==> src/hw/rtl/derb_pkg.sv <==
// package for the double-ended ring buffer: sizes, op and status codes,
// and the result bookkeeping struct; no dependencies
`timescale 1ns / 1ps
`default_nettype none

package derb_pkg;

    localparam int DEPTH  = 64;
    localparam int DATA_W = 8;
    localparam int PTR_W  = $clog2(DEPTH);
    localparam int CNT_W  = PTR_W + 1;
    localparam int OP_W   = 3;
    localparam int IDX_W  = 6;
    localparam int STAT_W = 2;

    localparam logic [CNT_W-1:0] CAP_RESET = CNT_W'(DEPTH);

    typedef enum logic [OP_W-1:0] {
        OP_PUSH_BACK  = 3'd0,
        OP_PUSH_FRONT = 3'd1,
        OP_POP_BACK   = 3'd2,
        OP_POP_FRONT  = 3'd3,
        OP_READ_IDX   = 3'd4,
        OP_CLEAR      = 3'd5
    } op_t;

    typedef enum logic [STAT_W-1:0] {
        ST_OK        = 2'd0,
        ST_RANGE     = 2'd1,
        ST_POP_EMPTY = 2'd2
    } status_t;

    // everything about a result except the memory read data
    typedef struct packed {
        logic             rd_ok;
        logic [CNT_W-1:0] count;
        logic             is_full;
        logic             is_empty;
        logic             overwrote;
        status_t          status;
    } rsp_info_t;

endpackage

`default_nettype wire

==> src/hw/rtl/derb_if.sv <==
// channel interfaces of the double-ended ring buffer: request, response, config
// depends on derb_pkg
`timescale 1ns / 1ps
`default_nettype none

interface derb_req_if;
    logic                         valid;
    logic                         ready;
    logic [derb_pkg::OP_W-1:0]    op;
    logic [derb_pkg::DATA_W-1:0]  data;
    logic [derb_pkg::IDX_W-1:0]   index;

    modport source (output valid, op, data, index, input ready);
    modport sink (input valid, op, data, index, output ready);
endinterface

interface derb_rsp_if;
    logic                         valid;
    logic                         ready;
    logic [derb_pkg::DATA_W-1:0]  read_data;
    logic [derb_pkg::CNT_W-1:0]   count;
    logic                         is_full;
    logic                         is_empty;
    logic                         overwrote;
    logic [derb_pkg::STAT_W-1:0]  status;

    modport source (output valid, read_data, count, is_full, is_empty, overwrote, status,
                    input ready);
    modport sink (input valid, read_data, count, is_full, is_empty, overwrote, status,
                  output ready);
endinterface

interface derb_cfg_if;
    logic                         valid;
    logic                         ready;
    logic [derb_pkg::CNT_W-1:0]   data;

    modport source (output valid, data, input ready);
    modport sink (input valid, data, output ready);
endinterface

`default_nettype wire

==> src/hw/rtl/derb_store.sv <==
// element store of the double-ended ring buffer: single-port synchronous ram,
// one access per cycle, registered read data; depends on derb_pkg
`timescale 1ns / 1ps
`default_nettype none

module derb_store (
    input  wire logic                        clk,
    input  wire logic                        we,
    input  wire logic                        re,
    input  wire logic [derb_pkg::PTR_W-1:0]  addr,
    input  wire logic [derb_pkg::DATA_W-1:0] wdata,
    output logic      [derb_pkg::DATA_W-1:0] rdata
);
    import derb_pkg::*;

    logic [DATA_W-1:0] mem [DEPTH];
    logic [DATA_W-1:0] rdata_reg;

    always_ff @(posedge clk)
    begin
        if (we)
        begin
            mem[addr] <= wdata;
        end
        if (re)
        begin
            rdata_reg <= mem[addr];
        end
    end

    assign rdata = rdata_reg;

endmodule

`default_nettype wire

==> src/hw/rtl/double_ended_ring_buffer.sv <==
// double-ended ring buffer with overwrite on full, top level
// depends on derb_pkg, derb_if and derb_store
//
// usage:
//   req carries one operation per beat (op, data, index); rsp returns exactly
//   one beat per request with read data, count, full/empty, overwrite flag and
//   status. cfg sets the capacity (clamped to 1..DEPTH) and empties the buffer;
//   write it only while no request is in flight. cfg.ready drops only in a
//   cycle that accepts a request.
// timing:
//   pointers and count are updated in the accept cycle and the element ram is
//   read or written at that same edge; the ram's registered read data is
//   joined with the result saved in the read stage into the output register,
//   which drives rsp.valid. one request per cycle is sustained while rsp.ready
//   stays high.
// reset:
//   count, pointers and valids clear, capacity returns to DEPTH. ram contents
//   are left as they are; only slots that hold elements are ever read.
// backpressure:
//   while rsp is stalled, one result waits in the output register and one more
//   in the read stage; req.ready then drops until the output drains.
`timescale 1ns / 1ps
`default_nettype none

module double_ended_ring_buffer (
    input  wire logic  clk,
    input  wire logic  rst_n,
    derb_cfg_if.sink   cfg,
    derb_req_if.sink   req,
    derb_rsp_if.source rsp
);
    import derb_pkg::*;

    logic [CNT_W-1:0]  cap_reg,   cap_next;
    logic [PTR_W-1:0]  head_reg,  head_next;
    logic [PTR_W-1:0]  tail_reg,  tail_next;
    logic [CNT_W-1:0]  cnt_reg,   cnt_next;

    logic              p1_valid_reg;
    rsp_info_t         p1_info_reg;
    logic              out_valid_reg;
    rsp_info_t         out_info_reg;
    logic [DATA_W-1:0] out_data_reg;

    logic              p1_move;
    logic              req_fire;
    logic              cfg_fire;
    rsp_info_t         info;
    logic              mem_we;
    logic              mem_re;
    logic [PTR_W-1:0]  mem_addr;
    logic [DATA_W-1:0] mem_rdata;
    logic              full;
    logic [CNT_W-1:0]  cap_in;
    logic [CNT_W-1:0]  idx_sum;
    logic [CNT_W-1:0]  idx_wrap;
    logic [PTR_W-1:0]  head_prev;
    logic [PTR_W-1:0]  tail_prev;

    function automatic logic [PTR_W-1:0] pos_next(input logic [PTR_W-1:0] p,
                                                  input logic [CNT_W-1:0] cap);
        logic [CNT_W-1:0] inc;
        inc = {1'b0, p} + CNT_W'(1);
        return (inc >= cap) ? '0 : inc[PTR_W-1:0];
    endfunction

    function automatic logic [PTR_W-1:0] pos_prev(input logic [PTR_W-1:0] p,
                                                  input logic [CNT_W-1:0] cap);
        logic [CNT_W-1:0] dec;
        dec = cap - CNT_W'(1);
        return (p == '0) ? dec[PTR_W-1:0] : p - PTR_W'(1);
    endfunction

    assign p1_move   = !out_valid_reg || rsp.ready;
    assign req.ready = !p1_valid_reg || p1_move;
    assign req_fire  = req.valid && req.ready;

    // a request beat takes the cycle, the cfg beat waits
    assign cfg.ready = !req_fire;
    assign cfg_fire  = cfg.valid && cfg.ready;

    assign full      = (cnt_reg >= cap_reg);
    assign head_prev = pos_prev(head_reg, cap_reg);
    assign tail_prev = pos_prev(tail_reg, cap_reg);
    assign idx_sum   = {1'b0, head_reg} + CNT_W'(req.index);
    assign idx_wrap  = (idx_sum >= cap_reg) ? idx_sum - cap_reg : idx_sum;

    // capacity write clamp
    always_comb
    begin
        cap_in = cfg.data;
        if (cap_in == '0)
        begin
            cap_in = CNT_W'(1);
        end
        else if (cap_in > CAP_RESET)
        begin
            cap_in = CAP_RESET;
        end
    end

    always_comb
    begin
        cap_next       = cap_reg;
        head_next      = head_reg;
        tail_next      = tail_reg;
        cnt_next       = cnt_reg;
        mem_we         = 1'b0;
        mem_re         = 1'b0;
        mem_addr       = tail_reg;
        info.rd_ok     = 1'b0;
        info.overwrote = 1'b0;
        info.status    = ST_OK;

        case (op_t'(req.op))
            OP_PUSH_BACK:
            begin
                mem_we    = 1'b1;
                mem_addr  = tail_reg;
                tail_next = pos_next(tail_reg, cap_reg);
                if (full)
                begin
                    head_next      = pos_next(head_reg, cap_reg);
                    info.overwrote = 1'b1;
                end
                else
                begin
                    cnt_next = cnt_reg + CNT_W'(1);
                end
            end
            OP_PUSH_FRONT:
            begin
                mem_we    = 1'b1;
                mem_addr  = head_prev;
                head_next = head_prev;
                if (full)
                begin
                    tail_next      = tail_prev;
                    info.overwrote = 1'b1;
                end
                else
                begin
                    cnt_next = cnt_reg + CNT_W'(1);
                end
            end
            OP_POP_BACK, OP_POP_FRONT:
            begin
                if (cnt_reg == '0)
                begin
                    info.status = ST_POP_EMPTY;
                end
                else
                begin
                    mem_re     = 1'b1;
                    info.rd_ok = 1'b1;
                    cnt_next   = cnt_reg - CNT_W'(1);
                    if (op_t'(req.op) == OP_POP_BACK)
                    begin
                        mem_addr  = tail_prev;
                        tail_next = tail_prev;
                    end
                    else
                    begin
                        mem_addr  = head_reg;
                        head_next = pos_next(head_reg, cap_reg);
                    end
                    // last element gone: pointers go home
                    if (cnt_reg == CNT_W'(1))
                    begin
                        head_next = '0;
                        tail_next = '0;
                    end
                end
            end
            OP_READ_IDX:
            begin
                if (CNT_W'(req.index) >= cnt_reg)
                begin
                    info.status = ST_RANGE;
                end
                else
                begin
                    mem_re     = 1'b1;
                    info.rd_ok = 1'b1;
                    mem_addr   = idx_wrap[PTR_W-1:0];
                end
            end
            OP_CLEAR:
            begin
                head_next = '0;
                tail_next = '0;
                cnt_next  = '0;
            end
            default:
            begin
            end
        endcase

        info.count    = cnt_next;
        info.is_full  = (cnt_next == cap_reg);
        info.is_empty = (cnt_next == '0);

        if (!req_fire)
        begin
            head_next = head_reg;
            tail_next = tail_reg;
            cnt_next  = cnt_reg;
            mem_we    = 1'b0;
            mem_re    = 1'b0;
        end

        if (cfg_fire)
        begin
            cap_next  = cap_in;
            head_next = '0;
            tail_next = '0;
            cnt_next  = '0;
        end
    end

    derb_store u_store (
        .clk   (clk),
        .we    (mem_we),
        .re    (mem_re),
        .addr  (mem_addr),
        .wdata (req.data),
        .rdata (mem_rdata)
    );

    always_ff @(posedge clk or negedge rst_n)
    begin
        if (!rst_n)
        begin
            cap_reg       <= CAP_RESET;
            head_reg      <= '0;
            tail_reg      <= '0;
            cnt_reg       <= '0;
            p1_valid_reg  <= 1'b0;
            out_valid_reg <= 1'b0;
        end
        else
        begin
            cap_reg  <= cap_next;
            head_reg <= head_next;
            tail_reg <= tail_next;
            cnt_reg  <= cnt_next;
            if (req.ready)
            begin
                p1_valid_reg <= req_fire;
            end
            if (p1_move)
            begin
                out_valid_reg <= p1_valid_reg;
            end
        end
    end

    // payload registers
    always_ff @(posedge clk)
    begin
        if (req_fire)
        begin
            p1_info_reg <= info;
        end
        if (p1_move && p1_valid_reg)
        begin
            out_info_reg <= p1_info_reg;
            out_data_reg <= p1_info_reg.rd_ok ? mem_rdata : '0;
        end
    end

    assign rsp.valid     = out_valid_reg;
    assign rsp.read_data = out_data_reg;
    assign rsp.count     = out_info_reg.count;
    assign rsp.is_full   = out_info_reg.is_full;
    assign rsp.is_empty  = out_info_reg.is_empty;
    assign rsp.overwrote = out_info_reg.overwrote;
    assign rsp.status    = out_info_reg.status;

endmodule

`default_nettype wire
==> src/flat_wrapper.sv <==
// flat-port wrapper written by rule: the top's interface ports become plain ports
module double_ended_ring_buffer_flat import derb_pkg::*;
  (clk, rst_n, cfg_valid, cfg_data, cfg_ready, req_valid, req_op, req_data, req_index, req_ready, rsp_valid, rsp_read_data, rsp_count, rsp_is_full, rsp_is_empty, rsp_overwrote, rsp_status, rsp_ready);
  derb_cfg_if cfg_i ();
  derb_req_if req_i ();
  derb_rsp_if rsp_i ();
  input  wire logic clk;
  input  wire logic rst_n;
  input wire logic [$bits(cfg_i.valid)-1:0] cfg_valid;
  input wire logic [$bits(cfg_i.data)-1:0] cfg_data;
  output wire logic [$bits(cfg_i.ready)-1:0] cfg_ready;
  input wire logic [$bits(req_i.valid)-1:0] req_valid;
  input wire logic [$bits(req_i.op)-1:0] req_op;
  input wire logic [$bits(req_i.data)-1:0] req_data;
  input wire logic [$bits(req_i.index)-1:0] req_index;
  output wire logic [$bits(req_i.ready)-1:0] req_ready;
  output wire logic [$bits(rsp_i.valid)-1:0] rsp_valid;
  output wire logic [$bits(rsp_i.read_data)-1:0] rsp_read_data;
  output wire logic [$bits(rsp_i.count)-1:0] rsp_count;
  output wire logic [$bits(rsp_i.is_full)-1:0] rsp_is_full;
  output wire logic [$bits(rsp_i.is_empty)-1:0] rsp_is_empty;
  output wire logic [$bits(rsp_i.overwrote)-1:0] rsp_overwrote;
  output wire logic [$bits(rsp_i.status)-1:0] rsp_status;
  input wire logic [$bits(rsp_i.ready)-1:0] rsp_ready;
  assign cfg_i.valid = cfg_valid;
  assign cfg_i.data = cfg_data;
  assign cfg_ready = cfg_i.ready;
  assign req_i.valid = req_valid;
  assign req_i.op = req_op;
  assign req_i.data = req_data;
  assign req_i.index = req_index;
  assign req_ready = req_i.ready;
  assign rsp_valid = rsp_i.valid;
  assign rsp_read_data = rsp_i.read_data;
  assign rsp_count = rsp_i.count;
  assign rsp_is_full = rsp_i.is_full;
  assign rsp_is_empty = rsp_i.is_empty;
  assign rsp_overwrote = rsp_i.overwrote;
  assign rsp_status = rsp_i.status;
  assign rsp_i.ready = rsp_ready;
  double_ended_ring_buffer u_core (.clk(clk), .rst_n(rst_n), .cfg(cfg_i), .req(req_i), .rsp(rsp_i));
endmodule
==> config.mk <==
export PLATFORM = sky130hd
export DESIGN_NAME = double_ended_ring_buffer_flat
export DESIGN_NICKNAME = d
export VERILOG_FILES = /design/src/hw/rtl/derb_pkg.sv /design/src/hw/rtl/derb_if.sv /design/src/hw/rtl/derb_store.sv /design/src/hw/rtl/double_ended_ring_buffer.sv /design/src/flat_wrapper.sv
export SDC_FILE = /design/constraint.sdc
export NUM_CORES = 1
export LEC_CHECK = 0
export ABC_CLOCK_PERIOD_IN_PS = 6260
export BUFFER_PORTS_ARGS = -buffer_cell sky130_fd_sc_hd__buf_2
export CAP_MARGIN = 5
export CORE_ASPECT_RATIO = 2
export CORE_UTILIZATION = 37
export CTS_CLUSTER_DIAMETER = 200
export CTS_CLUSTER_SIZE = 14
export DETAILED_ROUTE_END_ITERATION = 7
export GPL_ROUTABILITY_DRIVEN = 0
export PLACE_DENSITY = 0.58
export SKIP_CTS_REPAIR_TIMING = 1
export SLEW_MARGIN = 10
export SYNTH_ARGS = -nofsm -noshare
export SYNTH_HDL_FRONTEND = slang
export SYNTH_SLANG_ARGS = --single-unit
==> constraint.sdc <==
create_clock -name clk -period 6.26 [get_ports clk]
set_input_delay 1.252 -clock clk [delete_from_list [all_inputs] [get_ports clk]]
set_output_delay 1.252 -clock clk [all_outputs]
set_load 0.01 [all_outputs]
* Word-level counts from Yosys, hierarchy flattened
Memories as Yosys holds them, arrays and structs flattened. A register that Yosys moved wholly into a read port is not among the register bits. Cells that the tools add are included.
Storage, ports and cells: output and inout bits 23, bits in writable memories 512, bits in latches 0, memories kept 1, ROM bits 0, bits in registers 61, word-level logic and storage cells 108, input port bits 29
Memories:
- u_core.u_store.mem | words 64, bits a word 8, read ports 1, clocked after memory_dff 1, wr ports 1, line derb_store.sv:16 | logic [DATA_W-1:0] mem [DEPTH];
Operators by class: $mul 0, $lt $le $gt $ge 6, bitwise gates (word level) 0, shift operators 0, div/mod/pow operators 0, add/sub/neg operators 9, equal/unequal tests 12, mux-type cells 42, reductions and logical operators 20
Operators with widths (number):
- 6-bit two-way mux | 20
- 6-bit one-hot mux with 4 select lines | 2
- 7-bit two-way mux | 6
- 7-bit greater-or-equal comparator | 4
- 7-bit zero test | 3
- 7-bit one-hot mux with 3 select lines | 1
- 6-bit one-hot mux with 3 select lines | 1
- 6-bit by 1-bit subtractor with 6-bit output, second input constant | 3
- 6-bit by 1-bit adder with 7-bit output, second input constant | 2
- 6-bit zero test | 2
- 5-bit AND reduction | 2
- 1-bit two-way mux | 9
- 6-bit by 6-bit adder with 7-bit output | 1
- 7-bit by 1-bit adder with 7-bit output, second input constant | 1
- 7-bit by 1-bit equality test with 1-bit output, second input constant | 1
- 7-bit equality test | 1
- 6-bit by 7-bit greater-or-equal comparator with 1-bit output | 1
- 7-bit greater-than comparator, second input constant | 1
- 7-bit by 1-bit subtractor with 7-bit output, second input constant | 1
- 3-bit by 2-bit equality test with 1-bit output, second input constant | 2
- 3-bit equality test, second input constant | 2
- 3-bit by 1-bit inequality test with 1-bit output, second input constant | 2
- 6-bit subtractor | 1
- 5-bit nonzero test | 1
- 13 further kinds | 19

* Depth between registers and ports, before layout
depth in word-level cells 9, depth in mapped cells 19, depth with buffers taken out 17

* Cells and area by module
A second synthesis with hierarchy kept.
Second synthesis, totals: cell total of the unflattened synthesis 1704, area, all modules 25455.7 um^2
By module, submodules not included:
- derb_store | sequential area each 15615.0 um^2, instances 1, cells each 1171, area an instance 20529.7 um^2
- double_ended_ring_buffer | sequential area each 1692.9 um^2, instances 1, cells each 533, area an instance 4926.0 um^2

* Worst setup path after synthesis
No wires, ideal clock.
path kind input to register, start in req_index[0], end mem u_core.u_store.mem[15][0], enable pin, required time 5890 ps, library setup time 370 ps, buffers on the path 2, cell stages on the path 17, data arrival time 4966 ps, slack 923 ps, path through ha_1 -> inv_1 -> fa_1 -> inv_1 -> a21o_1 -> a21oi_1 -> xnor2_1 -> ha_1 -> a21oi_1 -> o211ai_1 -> a21oi_2 -> mux2_2 -> o21ai_2 -> buf_2 -> buf_1 -> nand3_1 -> nor2_1
Between the ends: cells in the longest elaborated chain, start to end 5, elaborated cells between the ends (all ways) 7, classes of those cells 2 x add/sub; 2 x order compare; 3 x mux
RTL lines:
- start: declaration | line flat_wrapper.sv:15 | input wire logic [$bits(req_i.index)-1:0] req_index;
- 6-bit by 6-bit adder with 7-bit output | line double_ended_ring_buffer.sv:85 | assign idx_sum = {1'b0, head_reg} + CNT_W'(req.index);
- 6-bit subtractor or 7-bit greater-or-equal comparator (tied branches) | line double_ended_ring_buffer.sv:86 | assign idx_wrap = (idx_sum >= cap_reg) ? idx_sum - cap_reg : idx_sum;
- 6-bit two-way mux | line double_ended_ring_buffer.sv:86
- 6-bit two-way mux * | line double_ended_ring_buffer.sv:177 | if (CNT_W'(req.index) >= cnt_reg)
- 6-bit one-hot mux with 3 select lines * | line double_ended_ring_buffer.sv:115 | case (op_t'(req.op))
- end: declaration | line derb_store.sv:16
Mark *: on every way between the ends. The rest lies on a longest branch, timed or not.

* Final worst setup path
start in req_index[0], end reg u_core.u_store.rdata_reg[2] (netlist: u_core.u_store.rdata[2]) (read register of u_core.u_store.mem) (data pin)
Between the ends: cells in the longest elaborated chain, start to end 5, elaborated cells between the ends (all ways) 10, classes of those cells 2 x add/sub; 2 x order compare; 6 x mux
RTL lines:
- 6-bit by 6-bit adder with 7-bit output | line double_ended_ring_buffer.sv:85
- 6-bit subtractor or 7-bit greater-or-equal comparator (tied branches) | line double_ended_ring_buffer.sv:86
- 6-bit two-way mux | line double_ended_ring_buffer.sv:86
- 6-bit two-way mux | line double_ended_ring_buffer.sv:177
- 6-bit one-hot mux with 3 select lines | line double_ended_ring_buffer.sv:115
- end: declaration | line derb_store.sv:17 | logic [DATA_W-1:0] rdata_reg;
Parallel ways exist; a longest one is shown, timed or not. A chain may end at the register's enable or synchronous reset.

==> impl_metrics.py <==
metrics = {
    "setup_path": {
        "cp_top_family": "compound AO/OA/AOI/OAI gates",
        "arrival_ns": 6.18,
        "cp_max_fo": 52,
        "cp.required_ns": 6.60,
        "slowest_stage": "a22oi_1",
        "crit_cells": 19,
        "r2r-end": "u_core.u_store.rdata[2]",
        "reg2reg_from": "u_core.head_reg[1]",
        "critPathLaunchType": "input pin",
        "path_cells": "buf_2 > ha_1 > inv_1 > fa_1 > inv_1 > a21o_1 > a21oi_1 > xnor2_1 > ha_1 > a21oi_1 > o211ai_1 > a21oi_2 > mux2_2 > o21ai_4 > buf_12 > mux4_2 > a22oi_1 > nand4_1 > or2_1",
        "critPathCaptureType": "flop",
        "crit_buf_inv": 4,
        "r2r_slack_ns": 0.63,
        "crit_path_max_incr_delay_ns": 0.63,
        "path_class": "input pin to flop",
        "r2r_cells": 17,
    },
    "timing": {
        "maxSlewHeadroom_pct": 21.0,
        "final.period_utilization_pct": 93.2,
        "rsz0062_at_grt": "no",
        "holdWs_ns": 0.409,
        "setup_viol": 0,
        "worst_pin_slew_ns": 1.18,
        "finalWorstSetupSlack_ns": 0.425,
        "hold_viol_final": 0,
        "max_freq_ghz": 0.171,
        "fin_worst_skew_ns": 0.0242,
        "timing.final.crit_period_ns": 5.84,
        "maxSlewViolCount": 0,
    },
    "cts": {
        "cts_buffers": 47,
        "cts-root-buf": "clkbuf_16",
        "clkLatencyLatePin_ns": 0.60,
        "cts_tree": "done",
        "h-tree-depth": 2,
        "cts_max_path_buffers": 3,
        "clkTransAtPathRegs_ns": 0.08,
        "cts.sinks": 581,
    },
    "synth": {
        "synthCells": 1408,
        "synthFlopType": "edfxtp_1",
        "synth_fp_nets": 1489,
        "syn_avg_cell_area_um2": 17.6,
        "yosys.area.top_type": "edfxtp_1",
        "yosysUniqueCellTypes": 73,
        "synthArstFlopShare_pct": 4.82,
        "yosys-top-cells-area": "edfxtp_1 67%, mux4_2 12%, dfrtp_1 2.7%, ha_1 2.5%, a22oi_1 2.1%",
        "synth_area_mm2": 0.0247,
        "synth.yosys.seq_area_share_pct": 70.0,
        "synth_edf_count": 553,
        "synth_common_cells": "553 x edfxtp_1, 128 x mux4_2, 100 x nor2_1",
        "yosysWarnings": 0,
        "yosysMostFrequentCell": "edfxtp_1",
        "yosys_register_bits": 581,
        "yosysTopAreaCellShare_pct": 67.1,
    },
    "cells_and_area": {
        "regArea_mm2": 0.0173,
        "finalNetCount": 1656,
        "syn2layout_area_growth_pct": 13.9,
        "drive_above_1_share_pct": 24.3,
        "stdcell_area_mm2": 0.0282,
        "multi_input_area_mm2": 0.00701,
        "n_fill_cell": 5866,
        "final_util_pct": 42.8,
        "largest_register_ffs": 512,
        "diodes": 0,
    },
    "hold_path": {
        "hp-class": "flop to flop",
        "min_from": "u_core.p1_info_reg[10]",
        "hold_depth": 0,
        "holdPathEnd": "u_core.rsp.count[5]",
    },
    "floorplan": {
        "io_pins": 52,
        "std_cell_rows": 133,
        "die_h_um": 368,
        "die_area_mm2": 0.0680,
        "start_util_pct": 37.5,
        "core_area_mm2": 0.0659,
        "die_w_um": 185,
    },
    "detailed_routing": {
        "wl_um": 66600,
        "firstDrtPassIters": 5,
        "drt-initial-drc-count": 1168,
        "vias": 13600,
        "via_per_inst": 5.52,
        "antenna_left": 0,
        "drcViolationCount": 0,
        "wl_per_cell_um": 26.9,
    },
    "global_route": {
        "use_met2_pct": 38.5,
        "overflow": 0,
        "antenna_found_initial": 4,
        "use_met1_pct": 19.5,
        "grt_pass1_wl_um": 96900,
        "grt_max_degree": 65,
        "track_usage_pct": 20.0,
        "gr-usage-met3_pct": 2.37,
        "grt_most_used_layer": "met2",
        "grt_pass1_vias": 14400,
    },
    "place": {
        "dpl_worst_slack_ns": -0.0847,
        "place_area_mm2": 0.0269,
        "dp.final_hpwl_um": 46400,
        "io_buffers": 51,
    },
    "run": {
        "drv_cap": 0,
    },
    "power": {
        "p_per_area_mw_per_mm2": 399,
        "p_leak_nw": 9.28,
        "ir_drop_mv": 0.295,
        "total_power_w": 0.0112,
    },
    "status": {
        "outcome": "finished clean",
    },
}
## how the worst max path moves through the flow
stage	start	endpoint	slack [ns]
after floorplan	req_index[0]	u_core.u_store.mem[15][0]	0.92
after global placement	req_index[0]	u_core.u_store.rdata[2]	-0.15
after detailed placement	req_index[0]	u_core.u_store.rdata[2]	-0.08
after CTS	req_index[0]	u_core.u_store.rdata[2]	0.55
after global routing	req_index[0]	u_core.u_store.rdata[2]	0.34
final	req_index[0]	u_core.u_store.rdata[2]	0.42
## worst reg2reg max path, stage by stage (launching register included)
cell	delay (ns)
dfrtp_1	0.52
inv_1	0.21
fa_1	0.46
inv_1	0.07
a21o_1	0.11
a21oi_1	0.10
xnor2_1	0.21
ha_1	0.31
a21oi_1	0.18
o211ai_1	0.14
a21oi_2	0.42
mux2_2	0.43
o21ai_4	0.25
buf_12	0.32
mux4_2	0.44
a22oi_1	0.63
nand4_1	0.28
or2_1	0.30
## kinds of logic (layout without fill, tap and decap cells)
| kind of cell | Yosys count | count (layout) | share of synthesized area, % |
|---|---|---|---|
| xor gates and xnor gates | 34 | 34 | 1.20 |
| and+or+nand+nor | 293 | 293 | 6.06 |
| buffers and inverters | 96 | 282 | 1.78 |
| muxes | 142 | 142 | 12.2 |
| adders and majority gates | 52 | 52 | 2.69 |
| AOI/OAI and AO/OA | 210 | 210 | 6.05 |
| DFF | 581 | 581 | 70.0 |
## power by group
group          switching [W]  internal [W]
Clock                0.00133       0.00143
Combinational        0.00219       0.00172
Sequential          0.000149       0.00442
Total                0.00367       0.00757
## layout make-up
class / instances / share of cell area [%]
multi-input cells: 731 / 24.9
clock inverters: 2 / 0.102
inverters: 35 / 0.466
repair buffers: 179 / 4.64
clock buffers: 66 / 4.58
flip-flops and latches: 581 / 61.4
well taps: 877 / 3.90
## metal layers
metal / share of wire (%) / wire (um)
met5: 0.048 / 32
met4: 7.3 / 4830
met3: 3.7 / 2460
met2: 57 / 37800
met1: 32 / 21500
## placed cells by master, fill, tap and decap left out, types with 28 or more instances in the layout
cell	instances
edfxtp_1	553
mux4_2	128
buf_4	122
nor2_1	100
a22oi_1	68
nand2_1	52
ha_1	50
buf_2	50
clkbuf_16	49
inv_1	35
o21ai_0	29
xnor2_1	28
## stage by stage
step,instances,setup TNS [ns]
3_3_place_gp,2403,-0.434
2_1_floorplan,1408,0
3_5_place_dp,2403,-0.160
5_1_grt,2471,0
6_report,2471,0
4_1_cts,2471,0
(Power assumes the default switching activity.)
